[config.mk]
export PLATFORM = sky130hd
export DESIGN_NAME = bitmap_text_glyph_layout
export DESIGN_NICKNAME = d
export VERILOG_FILES = /design/src/hw/rtl/btgl_pkg.sv /design/src/hw/rtl/bitmap_text_glyph_layout.sv
export SDC_FILE = /design/constraint.sdc
export NUM_CORES = 2
export LEC_CHECK = 0
export ABC_CLOCK_PERIOD_IN_PS = 15400
export CAP_MARGIN = 15
export CORE_MARGIN = 5
export CORE_UTILIZATION = 45
export CTS_BUF_LIST = sky130_fd_sc_hd__clkbuf_4 sky130_fd_sc_hd__clkbuf_8 sky130_fd_sc_hd__clkbuf_16
export DETAILED_ROUTE_END_ITERATION = 8
export DONT_BUFFER_PORTS = 1
export GPL_TIMING_DRIVEN = 0
export PLACE_DENSITY_LB_ADDON = 0.2
export RECOVER_POWER = 25
export SLEW_MARGIN = 20
export SYNTH_ARGS = -nofsm -noshare
export SYNTH_HDL_FRONTEND = slang
export SYNTH_SLANG_ARGS = --single-unit
[constraint.sdc]
create_clock -name clock -period 15.4 [get_ports clock]
set_input_delay 0 -clock clock [delete_from_list [all_inputs] [get_ports clock]]
set_output_delay 0 -clock clock [all_outputs]
set_load 0.01 [all_outputs]
[src/hw/rtl/btgl_pkg.sv]
// Package for the bitmap text glyph layout block.
// Holds the glyph width ROM, character codes and register indexes.
// No dependencies.
`timescale 1ns / 1ps
package btgl_pkg;

   localparam int COORD_BITS_DEFAULT = 16;

   // Character codes with a special meaning.
   localparam logic [7:0] CODE_TAB      = 8'h09;
   localparam logic [7:0] CODE_NEWLINE  = 8'h0a;
   localparam logic [7:0] CODE_SPACE    = 8'h20;
   localparam logic [7:0] CODE_FIRST    = 8'h21;
   localparam logic [7:0] CODE_INVALID  = 8'h7f;
   localparam logic [7:0] CODE_PAST_END = 8'h89;

   localparam int GLYPH_COUNT = 104;
   localparam int GRID_COUNT  = 95;

   // Configuration register indexes.
   localparam logic [2:0] REG_DRAW_MODE   = 3'd0;
   localparam logic [2:0] REG_SCALE       = 3'd1;
   localparam logic [2:0] REG_ATLAS_U     = 3'd2;
   localparam logic [2:0] REG_ATLAS_V     = 3'd3;
   localparam logic [2:0] REG_TAB_WIDTH   = 3'd4;
   localparam logic [2:0] REG_LINE_HEIGHT = 3'd5;
   localparam logic [2:0] REG_SPACE_WIDTH = 3'd6;

   localparam logic [9:0] SCALE_RESET    = 10'd100;
   localparam logic [7:0] TAB_RESET      = 8'd32;
   localparam logic [7:0] LINE_RESET     = 8'd10;
   localparam logic [7:0] SPACE_RESET    = 8'd4;
   localparam logic [6:0] PERCENT_DIV    = 7'd100;
   localparam logic [6:0] PERCENT_ROUND  = 7'd50;

   typedef logic [3:0] glyph_w_type [0:GLYPH_COUNT-1];

   localparam glyph_w_type GLYPH_W = '{
      4'd2, 4'd4, 4'd6, 4'd6, 4'd6, 4'd6, 4'd2, 4'd3, 4'd3, 4'd4, 4'd6, 4'd3, 4'd6, 4'd2, 4'd6,
      4'd6, 4'd6, 4'd6, 4'd6, 4'd6, 4'd6, 4'd6, 4'd6, 4'd6, 4'd6,
      4'd2, 4'd3, 4'd6, 4'd6, 4'd6, 4'd6, 4'd6,
      4'd6, 4'd6, 4'd6, 4'd6, 4'd6, 4'd6, 4'd6, 4'd6, 4'd4, 4'd5, 4'd6, 4'd6, 4'd6, 4'd6, 4'd6,
      4'd6, 4'd6, 4'd6, 4'd6, 4'd6, 4'd6, 4'd6, 4'd6, 4'd6, 4'd6, 4'd6,
      4'd3, 4'd6, 4'd3, 4'd4, 4'd6, 4'd3,
      4'd6, 4'd6, 4'd6, 4'd6, 4'd6, 4'd5, 4'd6, 4'd5, 4'd2, 4'd4, 4'd5, 4'd2, 4'd6, 4'd5, 4'd6,
      4'd6, 4'd6, 4'd6, 4'd6, 4'd5, 4'd5, 4'd6, 4'd6, 4'd6, 4'd6, 4'd5,
      4'd4, 4'd2, 4'd4, 4'd6, 4'd6,
      4'd10, 4'd10, 4'd10, 4'd10, 4'd10, 4'd10, 4'd10, 4'd7, 4'd7
   };

   function automatic logic [3:0] glyph_width(input logic [6:0] idx);
      return GLYPH_W[idx];
   endfunction

endpackage

[src/hw/rtl/bitmap_text_glyph_layout.sv]
// Top level of the bitmap text glyph layout block.
// Depends on btgl_pkg; holds the sequencer and the shared multiply/divide unit.
`timescale 1ns / 1ps
// One character word goes in, one result word comes out. Every scaling goes through one
// shared multiplier followed by a reciprocal multiply for the division by 100. The tab
// stop and tab measurement modulos run through one radix-2 restoring divider that
// retires one quotient bit per cycle over a DW = max(COORD_BITS, 26) bit dividend.
// A rectangle-mode glyph, space or newline needs no scaling. A quad-mode glyph takes
// two scalings; a quad-mode space or newline takes one. A tab takes one division for
// the position and one for the measured width, plus one scaling in quad mode. The
// last word of a string in quad mode adds one scaling for the width report. A new
// word is taken only once the previous one is finished; a finished result waits in
// the output register while the next word is already being laid out.
module bitmap_text_glyph_layout
   import btgl_pkg::*;
#(
   parameter int COORD_BITS = COORD_BITS_DEFAULT
) (
   input  logic        clock,
   input  logic        reset,
   input  logic        req_tvalid,
   output logic        req_tready,
   input  logic [39:0] req_tdata,   // char_code[7:0], start_x[23:8], start_y[39:24]
   input  logic        req_tuser,   // first_of_string
   input  logic        req_tlast,   // last_of_string
   output logic        rsp_tvalid,
   input  logic        rsp_tready,
   // screen_x[15:0], screen_y[31:16], tex_u[39:32], tex_v[47:40], source_width[51:48],
   // source_height[55:52], drawn_width[62:56], drawn_height[69:63],
   // semi_transparent[70], measured_width[86:71], zero[87]
   output logic [87:0] rsp_tdata,
   output logic        rsp_tuser,   // glyph_valid
   output logic        rsp_tlast,   // width_valid
   input  logic        csr_psel,
   input  logic        csr_penable,
   input  logic        csr_pwrite,
   input  logic [4:0]  csr_paddr,
   input  logic [31:0] csr_pwdata,
   output logic [31:0] csr_prdata,
   output logic        csr_pready
);

   localparam int CB = COORD_BITS;
   localparam int DW = (COORD_BITS > 26) ? COORD_BITS : 26;
   localparam int CNTW = $clog2(DW + 1);

   localparam logic [3:0] ST_IDLE   = 4'd0;
   localparam logic [3:0] ST_FIRST  = 4'd1;
   localparam logic [3:0] ST_DECODE = 4'd2;
   localparam logic [3:0] ST_MUL    = 4'd3;
   localparam logic [3:0] ST_DIV    = 4'd4;
   localparam logic [3:0] ST_POST   = 4'd5;
   localparam logic [3:0] ST_APPLY  = 4'd6;
   localparam logic [3:0] ST_REPORT = 4'd7;
   localparam logic [3:0] ST_DONE   = 4'd8;
   localparam logic [3:0] ST_RECIP  = 4'd9;

   localparam logic [2:0] JOB_SW = 3'd0;
   localparam logic [2:0] JOB_SH = 3'd1;
   localparam logic [2:0] JOB_ST = 3'd2;
   localparam logic [2:0] JOB_TP = 3'd3;
   localparam logic [2:0] JOB_TM = 3'd4;
   localparam logic [2:0] JOB_SL = 3'd5;
   localparam logic [2:0] JOB_SP = 3'd6;
   localparam logic [2:0] JOB_SR = 3'd7;

   localparam logic [1:0] KIND_GLYPH = 2'd0;
   localparam logic [1:0] KIND_TAB   = 2'd1;
   localparam logic [1:0] KIND_NL    = 2'd2;
   localparam logic [1:0] KIND_SPACE = 2'd3;

   // ceil(2^33 / 100): the product shifted right by 33 is the exact quotient by 100
   // for any dividend below 2^30, and scaling dividends stay below 2^26.
   localparam logic [26:0] RECIP_100 = 27'd85899346;

   // Configuration registers.
   logic       mode_ff;
   logic [9:0] scale_ff;
   logic [7:0] atlas_u_ff, atlas_v_ff, tab_w_ff, line_h_ff, space_w_ff;

   // Layout state.
   logic [CB-1:0] cur_x_ff, cur_x_in, cur_y_ff, cur_y_in, org_x_ff, org_x_in;
   logic [15:0]   meas_x_ff, meas_x_in, meas_max_ff, meas_max_in;

   // Sequencer and item registers.
   logic [3:0]    state_ff, state_in;
   logic [2:0]    job_ff, job_in;
   logic [1:0]    kind_ff, kind_in;
   logic [7:0]    code_ff, code_in;
   logic          first_ff, first_in, last_ff, last_in;
   logic [15:0]   sx_ff, sx_in, sy_ff, sy_in;
   logic [7:0]    ch_ff, ch_in;
   logic [3:0]    w_ff, w_in, h_ff, h_in;
   logic [6:0]    dw_ff, dw_in, dh_ff, dh_in;
   logic [11:0]   adv_ff, adv_in;
   logic [CB-1:0] s_ff, s_in, tabx_ff, tabx_in;
   logic          neg_ff, neg_in;
   logic [16:0]   m_ff, m_in;
   logic [15:0]   measn_ff, measn_in, rep_ff, rep_in;
   logic [15:0]   res_x_ff, res_x_in, res_y_ff, res_y_in;
   logic [7:0]    res_u_ff, res_u_in, res_v_ff, res_v_in;

   // Shared divider.
   logic [DW-1:0] dvd_ff, dvd_in;
   logic [11:0]   rem_ff, rem_in, dvs_ff, dvs_in;
   logic [CNTW-1:0] cnt_ff, cnt_in;

   // Output register.
   logic          out_v_ff, out_v_in;
   logic [87:0]   out_d_ff, out_d_in;
   logic          out_u_ff, out_u_in, out_l_ff, out_l_in;

   logic          cfg_wr;
   logic [7:0]    tab_n;
   logic [6:0]    idx;
   logic [7:0]    gx, gy;
   logic [15:0]   scale_n;
   logic [25:0]   prod;
   logic [52:0]   recip;
   logic [12:0]   trial;
   logic [CB-1:0] mag, s_calc;
   logic [11:0]   rfl;
   logic [16:0]   sum17, msub;
   logic [15:0]   mmax;

   assign csr_pready = 1'b1;
   assign cfg_wr = csr_psel && csr_penable && csr_pwrite;
   assign req_tready = (state_ff == ST_IDLE);
   assign rsp_tvalid = out_v_ff;
   assign rsp_tdata  = out_d_ff;
   assign rsp_tuser  = out_u_ff;
   assign rsp_tlast  = out_l_ff;
   assign tab_n = (tab_w_ff == 8'd0) ? 8'd1 : tab_w_ff;
   assign mmax = (meas_x_ff > meas_max_ff) ? meas_x_ff : meas_max_ff;

   always_comb begin
      unique case (csr_paddr[4:2])
         REG_DRAW_MODE:   csr_prdata = {31'd0, mode_ff};
         REG_SCALE:       csr_prdata = {22'd0, scale_ff};
         REG_ATLAS_U:     csr_prdata = {24'd0, atlas_u_ff};
         REG_ATLAS_V:     csr_prdata = {24'd0, atlas_v_ff};
         REG_TAB_WIDTH:   csr_prdata = {24'd0, tab_w_ff};
         REG_LINE_HEIGHT: csr_prdata = {24'd0, line_h_ff};
         REG_SPACE_WIDTH: csr_prdata = {24'd0, space_w_ff};
         default:         csr_prdata = 32'd0;
      endcase
   end

   always_ff @(posedge clock) begin
      if (reset) begin
         mode_ff    <= 1'b0;
         scale_ff   <= SCALE_RESET;
         atlas_u_ff <= 8'd0;
         atlas_v_ff <= 8'd0;
         tab_w_ff   <= TAB_RESET;
         line_h_ff  <= LINE_RESET;
         space_w_ff <= SPACE_RESET;
      end else if (cfg_wr) begin
         unique case (csr_paddr[4:2])
            REG_DRAW_MODE:   mode_ff    <= csr_pwdata[0];
            REG_SCALE:       scale_ff   <= csr_pwdata[9:0];
            REG_ATLAS_U:     atlas_u_ff <= csr_pwdata[7:0];
            REG_ATLAS_V:     atlas_v_ff <= csr_pwdata[7:0];
            REG_TAB_WIDTH:   tab_w_ff   <= csr_pwdata[7:0];
            REG_LINE_HEIGHT: line_h_ff  <= csr_pwdata[7:0];
            REG_SPACE_WIDTH: space_w_ff <= csr_pwdata[7:0];
            default: ;
         endcase
      end
   end

   // Glyph cell position in the atlas.
   assign idx = 7'(ch_ff - CODE_FIRST);
   always_comb begin
      if (idx < 7'(GRID_COUNT)) begin
         gx = 8'(8'({4'd0, 4'(idx + 7'd1)}) * 8'd6);
         gy = 8'(8'(3'((idx + 7'd1) >> 4)) * 8'd9);
      end else begin
         gx = 8'(8'(idx - 7'(GRID_COUNT)) * 8'd10);
         gy = 8'd54;
      end
   end

   always_comb begin
      unique case (job_ff)
         JOB_SW:  scale_n = {12'd0, w_ff};
         JOB_SH:  scale_n = {12'd0, h_ff};
         JOB_ST:  scale_n = {8'd0, tab_w_ff};
         JOB_SL:  scale_n = {8'd0, line_h_ff};
         JOB_SP:  scale_n = {8'd0, space_w_ff};
         default: scale_n = rep_ff;
      endcase
   end
   assign prod   = 26'(scale_n) * 26'(scale_ff);
   assign recip  = 53'(dvd_ff[25:0]) * 53'(RECIP_100);
   assign s_calc = cur_x_ff + CB'(adv_ff) - CB'(1);
   assign mag    = s_calc[CB-1] ? (~s_calc + CB'(1)) : s_calc;
   assign trial  = {rem_ff, dvd_ff[DW-1]};
   assign rfl    = (neg_ff && rem_ff != 12'd0) ? (adv_ff - rem_ff) : rem_ff;
   assign msub   = m_ff - 17'(rem_ff);

   always_comb begin
      state_in = state_ff;  job_in = job_ff;  kind_in = kind_ff;
      code_in = code_ff;  first_in = first_ff;  last_in = last_ff;
      sx_in = sx_ff;  sy_in = sy_ff;  ch_in = ch_ff;
      w_in = w_ff;  h_in = h_ff;  dw_in = dw_ff;  dh_in = dh_ff;
      adv_in = adv_ff;  s_in = s_ff;  neg_in = neg_ff;  tabx_in = tabx_ff;
      m_in = m_ff;  measn_in = measn_ff;  rep_in = rep_ff;
      res_x_in = res_x_ff;  res_y_in = res_y_ff;  res_u_in = res_u_ff;  res_v_in = res_v_ff;
      dvd_in = dvd_ff;  rem_in = rem_ff;  dvs_in = dvs_ff;  cnt_in = cnt_ff;
      cur_x_in = cur_x_ff;  cur_y_in = cur_y_ff;  org_x_in = org_x_ff;
      meas_x_in = meas_x_ff;  meas_max_in = meas_max_ff;
      out_v_in = out_v_ff;  out_d_in = out_d_ff;  out_u_in = out_u_ff;  out_l_in = out_l_ff;
      sum17 = 17'd0;

      if (out_v_ff && rsp_tready) out_v_in = 1'b0;

      unique case (state_ff)
         ST_IDLE: begin
            if (req_tvalid) begin
               code_in  = req_tdata[7:0];
               sx_in    = req_tdata[23:8];
               sy_in    = req_tdata[39:24];
               first_in = req_tuser;
               last_in  = req_tlast;
               state_in = ST_FIRST;
            end
         end
         ST_FIRST: begin
            if (first_ff) begin
               cur_x_in    = CB'($signed(sx_ff));
               cur_y_in    = CB'($signed(sy_ff));
               org_x_in    = CB'($signed(sx_ff));
               meas_x_in   = 16'd0;
               meas_max_in = 16'd0;
            end
            // Codes outside the ROM, and control codes, draw the invalid glyph.
            ch_in = (code_ff >= CODE_PAST_END || code_ff < CODE_FIRST) ? CODE_INVALID
                                                                       : code_ff;
            state_in = ST_DECODE;
         end
         ST_DECODE: begin
            res_x_in = 16'($signed(cur_x_ff));
            res_y_in = 16'($signed(cur_y_ff));
            res_u_in = atlas_u_ff + gx;
            res_v_in = atlas_v_ff + gy;
            w_in = glyph_width(idx);
            h_in = (idx < 7'(GRID_COUNT)) ? 4'd9 : 4'd10;
            dw_in = 7'(glyph_width(idx));
            dh_in = (idx < 7'(GRID_COUNT)) ? 7'd9 : 7'd10;
            state_in = mode_ff ? ST_MUL : ST_APPLY;
            if (code_ff == CODE_TAB) begin
               kind_in = KIND_TAB;
               adv_in = {4'd0, tab_n};
               job_in = mode_ff ? JOB_ST : JOB_TP;
               state_in = ST_MUL;
            end else if (code_ff == CODE_NEWLINE) begin
               kind_in = KIND_NL;
               adv_in = {4'd0, line_h_ff};
               job_in = JOB_SL;
            end else if (code_ff == CODE_SPACE) begin
               kind_in = KIND_SPACE;
               adv_in = {4'd0, space_w_ff};
               job_in = JOB_SP;
            end else begin
               kind_in = KIND_GLYPH;
               job_in = JOB_SW;
            end
         end
         ST_MUL: begin
            // Load the shared divider; scaling jobs instead load the product and take the reciprocal multiply.
            rem_in = 12'd0;
            cnt_in = CNTW'(DW);
            state_in = ST_DIV;
            unique case (job_ff)
               JOB_TP: begin
                  s_in   = s_calc;
                  neg_in = s_calc[CB-1];
                  dvd_in = DW'(mag);
                  dvs_in = adv_ff;
               end
               JOB_TM: begin
                  m_in   = 17'(meas_x_ff) + 17'(tab_n) - 17'd1;
                  dvd_in = DW'(17'(meas_x_ff) + 17'(tab_n) - 17'd1);
                  dvs_in = {4'd0, tab_n};
               end
               default: begin
                  dvd_in = DW'(prod + 26'(PERCENT_ROUND));
                  state_in = ST_RECIP;
               end
            endcase
         end
         ST_RECIP: begin
            dvd_in = DW'(recip[52:33]);
            state_in = ST_POST;
         end
         ST_DIV: begin
            if (trial >= {1'b0, dvs_ff}) begin
               rem_in = 12'(trial - {1'b0, dvs_ff});
               dvd_in = {dvd_ff[DW-2:0], 1'b1};
            end else begin
               rem_in = trial[11:0];
               dvd_in = {dvd_ff[DW-2:0], 1'b0};
            end
            cnt_in = cnt_ff - CNTW'(1);
            if (cnt_ff == CNTW'(1)) state_in = ST_POST;
         end
         ST_POST: begin
            unique case (job_ff)
               JOB_SW: begin
                  dw_in = (dvd_ff == '0) ? 7'd1 : dvd_ff[6:0];
                  job_in = JOB_SH;
                  state_in = ST_MUL;
               end
               JOB_SH: begin
                  dh_in = (dvd_ff == '0) ? 7'd1 : dvd_ff[6:0];
                  state_in = ST_APPLY;
               end
               JOB_ST: begin
                  adv_in = (dvd_ff == '0) ? 12'd1 : dvd_ff[11:0];
                  job_in = JOB_TP;
                  state_in = ST_MUL;
               end
               JOB_TP: begin
                  // Floor modulo: negative positions land on absolute stops too.
                  tabx_in = s_ff - CB'(rfl);
                  job_in = JOB_TM;
                  state_in = ST_MUL;
               end
               JOB_TM: begin
                  measn_in = msub[16] ? 16'hffff : msub[15:0];
                  state_in = ST_APPLY;
               end
               JOB_SL, JOB_SP: begin
                  adv_in = dvd_ff[11:0];
                  state_in = ST_APPLY;
               end
               default: begin
                  rep_in = (|dvd_ff[DW-1:16]) ? 16'hffff : dvd_ff[15:0];
                  state_in = ST_DONE;
               end
            endcase
         end
         ST_APPLY: begin
            unique case (kind_ff)
               KIND_TAB: begin
                  cur_x_in  = tabx_ff;
                  meas_x_in = measn_ff;
               end
               KIND_NL: begin
                  cur_x_in = org_x_ff;
                  cur_y_in = cur_y_ff + CB'(adv_ff);
                  meas_max_in = mmax;
                  meas_x_in = 16'd0;
               end
               KIND_SPACE: begin
                  cur_x_in = cur_x_ff + CB'(adv_ff);
                  sum17 = 17'(meas_x_ff) + 17'(space_w_ff);
                  meas_x_in = sum17[16] ? 16'hffff : sum17[15:0];
               end
               default: begin
                  cur_x_in = cur_x_ff + CB'(dw_ff);
                  sum17 = 17'(meas_x_ff) + 17'(w_ff);
                  meas_x_in = sum17[16] ? 16'hffff : sum17[15:0];
               end
            endcase
            state_in = ST_REPORT;
         end
         ST_REPORT: begin
            rep_in = mmax;
            if (last_ff && mode_ff) begin
               job_in = JOB_SR;
               state_in = ST_MUL;
            end else begin
               state_in = ST_DONE;
            end
         end
         ST_DONE: begin
            if (!out_v_ff || rsp_tready) begin
               out_v_in = 1'b1;
               out_u_in = (kind_ff == KIND_GLYPH);
               out_l_in = last_ff;
               out_d_in = '0;
               if (kind_ff == KIND_GLYPH) begin
                  out_d_in[15:0]  = res_x_ff;
                  out_d_in[31:16] = res_y_ff;
                  out_d_in[39:32] = res_u_ff;
                  out_d_in[47:40] = res_v_ff;
                  out_d_in[51:48] = w_ff;
                  out_d_in[55:52] = h_ff;
                  out_d_in[62:56] = dw_ff;
                  out_d_in[69:63] = dh_ff;
                  out_d_in[70]    = !mode_ff && ch_ff[7];
               end
               if (last_ff) out_d_in[86:71] = rep_ff;
               state_in = ST_IDLE;
            end
         end
         default: state_in = ST_IDLE;
      endcase
   end

   always_ff @(posedge clock) begin
      if (reset) begin
         state_ff    <= ST_IDLE;
         out_v_ff    <= 1'b0;
         cur_x_ff    <= '0;
         cur_y_ff    <= '0;
         org_x_ff    <= '0;
         meas_x_ff   <= 16'd0;
         meas_max_ff <= 16'd0;
      end else begin
         state_ff    <= state_in;
         out_v_ff    <= out_v_in;
         cur_x_ff    <= cur_x_in;
         cur_y_ff    <= cur_y_in;
         org_x_ff    <= org_x_in;
         meas_x_ff   <= meas_x_in;
         meas_max_ff <= meas_max_in;
      end
   end

   always_ff @(posedge clock) begin
      job_ff <= job_in;  kind_ff <= kind_in;  code_ff <= code_in;
      first_ff <= first_in;  last_ff <= last_in;  sx_ff <= sx_in;  sy_ff <= sy_in;
      ch_ff <= ch_in;  w_ff <= w_in;  h_ff <= h_in;  dw_ff <= dw_in;  dh_ff <= dh_in;
      adv_ff <= adv_in;  s_ff <= s_in;  neg_ff <= neg_in;  tabx_ff <= tabx_in;
      m_ff <= m_in;  measn_ff <= measn_in;  rep_ff <= rep_in;
      res_x_ff <= res_x_in;  res_y_ff <= res_y_in;  res_u_ff <= res_u_in;
      res_v_ff <= res_v_in;
      dvd_ff <= dvd_in;  rem_ff <= rem_in;  dvs_ff <= dvs_in;  cnt_ff <= cnt_in;
      out_d_ff <= out_d_in;  out_u_ff <= out_u_in;  out_l_ff <= out_l_in;
   end

endmodule
## After elaboration in Yosys (flattened, before gate mapping)

Memories as Yosys holds them, arrays and structs flattened.
Cells that the tools add are included.
Widths: inputs -> output; s select.

- Bits in registers: 499
- Bits in read-only memories: 512
- Input bits: 86
- Memories kept: 1

- Add/subtract/negate cells: 22
- Multipliers: 5
- Order comparisons: 6
- Eq/ne operators: 40
- Muxes and demuxes: 67
- Bitwise operators: 2
- Reductions and logical operators: 53

Memory list:

| name | depth | bits a word | rd ports | clocked after memory_dff | wr ports | RTL line | source |
|---|---|---|---|---|---|---|---|
| (name not given) | 128 | 4 | 1 | 0 | 0 | btgl_pkg.sv:52 | `return GLYPH_W[idx];` |

Operators with widths:

| cell | count |
|---|---|
| $mux 16 | 11 |
| $pmux 16 s2 | 5 |
| $pmux 12 s2 | 4 |
| $pmux 16 s3 | 2 |
| $pmux 16 s5 | 1 |
| $pmux 26 s3 | 1 |
| $mux 12 | 6 |
| $pmux 10 s7 | 1 |
| $mul 26x26->52 const B | 1 |
| $pmux 26 s2 | 1 |
| $add 16x8->17 | 3 |
| $pmux 4 s10 | 1 |
| $reduce_and 2->1 | 19 |
| $add 16x12->16 | 2 |
| $mux 4 | 7 |
| $mux 7 | 4 |
| $pmux 7 s2 | 2 |
| $add 26x6->26 const B | 1 |
| $logic_not 26->1 | 1 |
| $mul 16x10->26 | 1 |
| $sub 12x12->12 | 2 |
| $eq 3x3->1 const B | 6 |
| $mux 3 | 6 |
| $ne 2x2->1 const B | 9 |
| other kinds (58) | 98 |

## Depth between registers and ports, before layout

- Depth after elaboration: 7
- Mapped depth: 30

## Worst setup path after synthesis

No wires, ideal clock.

- Path kind: register to register
- Start: reg dvd_ff[8]
- End: reg dvd_ff[19] (data pin)
- Setup time: 0.271 ns
- Arrival: 6.581 ns
- Data required time: 15.129 ns
- Setup slack: 8.548 ns
- Stages on the path, launching flop included: 26
- Period minus slack after synthesis: 6.852 ns
- Cell sequence: edfxtp_1 ha_1 inv_1 fa_1 inv_1 fa_1 inv_1 fa_1 inv_1 fa_1 fa_1 inv_1 fa_1 inv_1 ha_1 a21oi_1 nor2b_1 o21ai_0 nand3_1 or2_2 a21o_1 o311ai_0 a21oi_1 a31oi_1 mux2i_1 o211ai_1

- Word-level cells in the longest chain between the ends: 2

Ends and longest elaborated chain:

| what | RTL line | source |
|---|---|---|
| start: declaration | bitmap_text_glyph_layout.sv:104 | `logic [DW-1:0] dvd_ff, dvd_in;` |
| start signal: assignment | bitmap_text_glyph_layout.sv:431 | `dvd_ff <= dvd_in; rem_ff <= rem_in; dvs_ff <= dvs_in; cnt_ff <= cnt_in;` |
| $mul 26x26->52 | bitmap_text_glyph_layout.sv:195 | `assign recip = 53'(dvd_ff[25:0]) * 53'(RECIP_100);` |
| $pmux 26 s3 | bitmap_text_glyph_layout.sv:218 | `unique case (state_ff)` |
| net dvd_in[19] | bitmap_text_glyph_layout.sv:104 |  |

The timed path passes the listed nets, and every way through them passes these cells.
A chain may end at the register's enable or synchronous reset.

## Final worst setup path

- Start: reg dvd_ff[12]
- End: reg dvd_ff[19] (data pin)

The elaborated chain is that of the path after synthesis.

==> out/results.txt <==
status: completed
Critical Path Fanout Max: 11
largest net degree at the start of global routing: 37
ys flop type: edfxtp_1
fin crit share: 0.556
Die X: 326 µm
sequential area share after synthesis: 0.301
max FFs per register: 86
final count of pins violating max slew: 0
total grt overflow: 0
Avg Vias per Cell: 5.67
routed vias: 34800
Worst R2R Path Depth: 26
worst min-delay path category: input pin to flop
Yosys warning count: 0
vias in the first global route: 35000
PortBufs: 0
Starting Density: 0.455
Setup crit end kind: flop
final setup fails: 0
critical path class: flop to flop
worst hold slack: 0.0594 ns
Post-synth ARST share: 0
hold path start: csr_pwdata[8]
DR pass1 iterations: 6
1st-iter DRT viols: 3302
hold endpoint: scale_ff[8]
FMAX: 117 MHz
clk_skew: 0.0494 ns
CTS root buf: clkbuf_16
fraction of layout cells with a size suffix above 1: 0.0451
Fin. Hold Viols: 0
Reg2Reg Launch Point: dvd_ff[12]
crit start category: flop
DP HPWL: 117000 µm
utilization after layout: 0.506
clock tree buffer depth: 3
row count: 115
CTS clk-pin slew, worst paths: 0.06 ns
clock sinks: 495
global-route wire length before repair: 220000 µm
cells after synthesis: 4579
Post-DRT Antenna Nets: 0
clock buffers created by TritonCTS: 57
Tmin final: 8.56 ns
Area Growth Syn to Fin: 11.3%
Avg WL per Cell: 24.0 µm
post-synthesis cell type count: 91
clock latency on the worst-skew pair: 0.68 ns
RSZ-0062 raised after global routing: no
core area: 0.0987 mm²
die height: 326 µm
num ports: 211
Mean Syn Cell Area: 9.80 µm²
WP data required: 15.77 ns
EDFF count, synth: 359
total track usage: 0.273
# nets final: 5789
synthesized area: 0.0449 mm²
DRC viols: 0
routability cong.: 0.978
CP Launch Point: dvd_ff[12]
clock tree from TritonCTS: done
Critical R2R Capture: dvd_ff[19]
reg2reg setup slack: 6.84 ns
final setup TNS: 0 ns
Fillers: 9061
H-Tree Depth: 2
WHS Path Cells: 3
die area: 0.106 mm²
count of state elements after synthesis: 495
max_cap viols: 0
initial antenna violation count: 10
WP data arrival: 8.93 ns
relative slew slack: 0.170
Post-Route WL: 147000 µm
Slew @ Worst Pin: 1.25 ns
## cell families after synthesis
family	after synthesis	share of synthesized area
muxes	94	0.0239
buffers and inverters	877	0.0758
xor gates and xnor gates	174	0.0343
and+or+nand+nor	1153	0.125
other	2	0.000167
AOI/OAI and AO/OA	865	0.123
DFF	495	0.301
adders and majority gates	919	0.317
## layout by cell type (no fill, tap or decap), drive strengths merged, types with 108 or more instances in the layout
cell type | netlist | final
inv | 711 | 713
nand2 | 359 | 359
dfxtp | 136 | 136
a21oi | 277 | 277
edfxtp | 359 | 359
ha | 554 | 554
nor2 | 272 | 272
o21ai | 203 | 203
xnor2 | 125 | 125
clkbuf | 126 | 202
and2 | 154 | 154
dlygate4sd3 | 0 | 108
fa | 365 | 365
## layout make-up
| class | instances | area (µm²) | area share |
|---|---|---|---|
| Inverter | 711 | 2670 | 0.0535 |
| Antenna cell | 9 | 22.5 | 0.000451 |
| Clock buffer | 75 | 1640 | 0.0328 |
| Sequential cell | 495 | 13500 | 0.270 |
| Clock inverter | 31 | 348 | 0.00696 |
| Buffer | 166 | 734 | 0.0147 |
| Timing Repair Buffer | 123 | 1270 | 0.0254 |
| Tap cell | 1287 | 1610 | 0.0322 |
| Multi-Input combinational cell | 3230 | 28200 | 0.564 |
## cells in the mapped netlist, drive strengths merged, types with 125 or more instances
cell / instances / share of area
inv: 711 / 0.059
ha: 554 / 0.15
fa: 365 / 0.16
edfxtp: 359 / 0.24
nand2: 359 / 0.030
a21oi: 277 / 0.031
nor2: 272 / 0.023
o21ai: 203 / 0.023
and2: 154 / 0.021
dfxtp: 136 / 0.061
clkbuf: 126 / 0.011
xnor2: 125 / 0.024
## through the flow
| step | worst slack (ns) | cells | instance area, µm² |
|---|---|---|---|
| global placement | 6.89 | 5889 | 46600 |
| CTS | 6.90 | 6118 | 49900 |
| finish | 6.84 | 6127 | 50000 |
| global route | 6.64 | 6124 | 49900 |
| floorplan | 8.55 | 4602 | 45000 |
| detailed placement | 6.92 | 5904 | 46900 |
## timing repair
action,4_1_cts,5_1_grt
hold buffers,108,0
endpoints found under the hold margin,122,0
gates resized for setup,0,0
buffers inserted,0,0
## worst max-delay path by stage
stage / end / slack, ns / cells past startpoint
6_report: dvd_ff[19] / 6.84 / 26
5_1_grt: dvd_ff[19] / 6.64 / 26
4_1_cts: dvd_ff[19] / 6.90 / 26
3_5_place_dp: dvd_ff[19] / 6.92 / 26
3_3_place_gp: dvd_ff[25] / 6.89 / 26
2_1_floorplan: dvd_ff[19] / 8.55 / 25
## metal layers
| layer | wire (µm) | vias up | track usage | part of all wire |
|---|---|---|---|---|
| met5 | 13 | - | 0 | 0.000088 |
| met4 | 8980 | 2 | 0.138 | 0.061 |
| met3 | 10900 | 359 | 0.0406 | 0.074 |
| met2 | 67800 | 1463 | 0.447 | 0.46 |
| met1 | 59300 | 17000 | 0.353 | 0.40 |
| li1 | - | 16000 | - | - |
## worst max-delay path: stages, from the launching register on
cell	delay [ns]
edfxtp_1	0.96
inv_1	0.31
ha_1	0.38
inv_1	0.07
fa_1	0.48
inv_1	0.06
fa_1	0.53
inv_1	0.06
fa_1	0.48
inv_1	0.06
fa_1	0.51
fa_1	0.55
inv_1	0.06
fa_1	0.53
inv_1	0.04
ha_1	0.31
a21oi_1	0.15
nor2b_1	0.06
o21ai_0	0.15
nand3_1	0.30
or2_2	0.41
a21o_1	0.19
o311ai_0	0.67
a21oi_1	0.29
a31oi_1	0.26
mux2i_1	0.30
o211ai_1	0.11
Power is left out: the tool's default activity adds up to more than one toggle a clock period on the data nets, which glitch-free logic cannot reach.
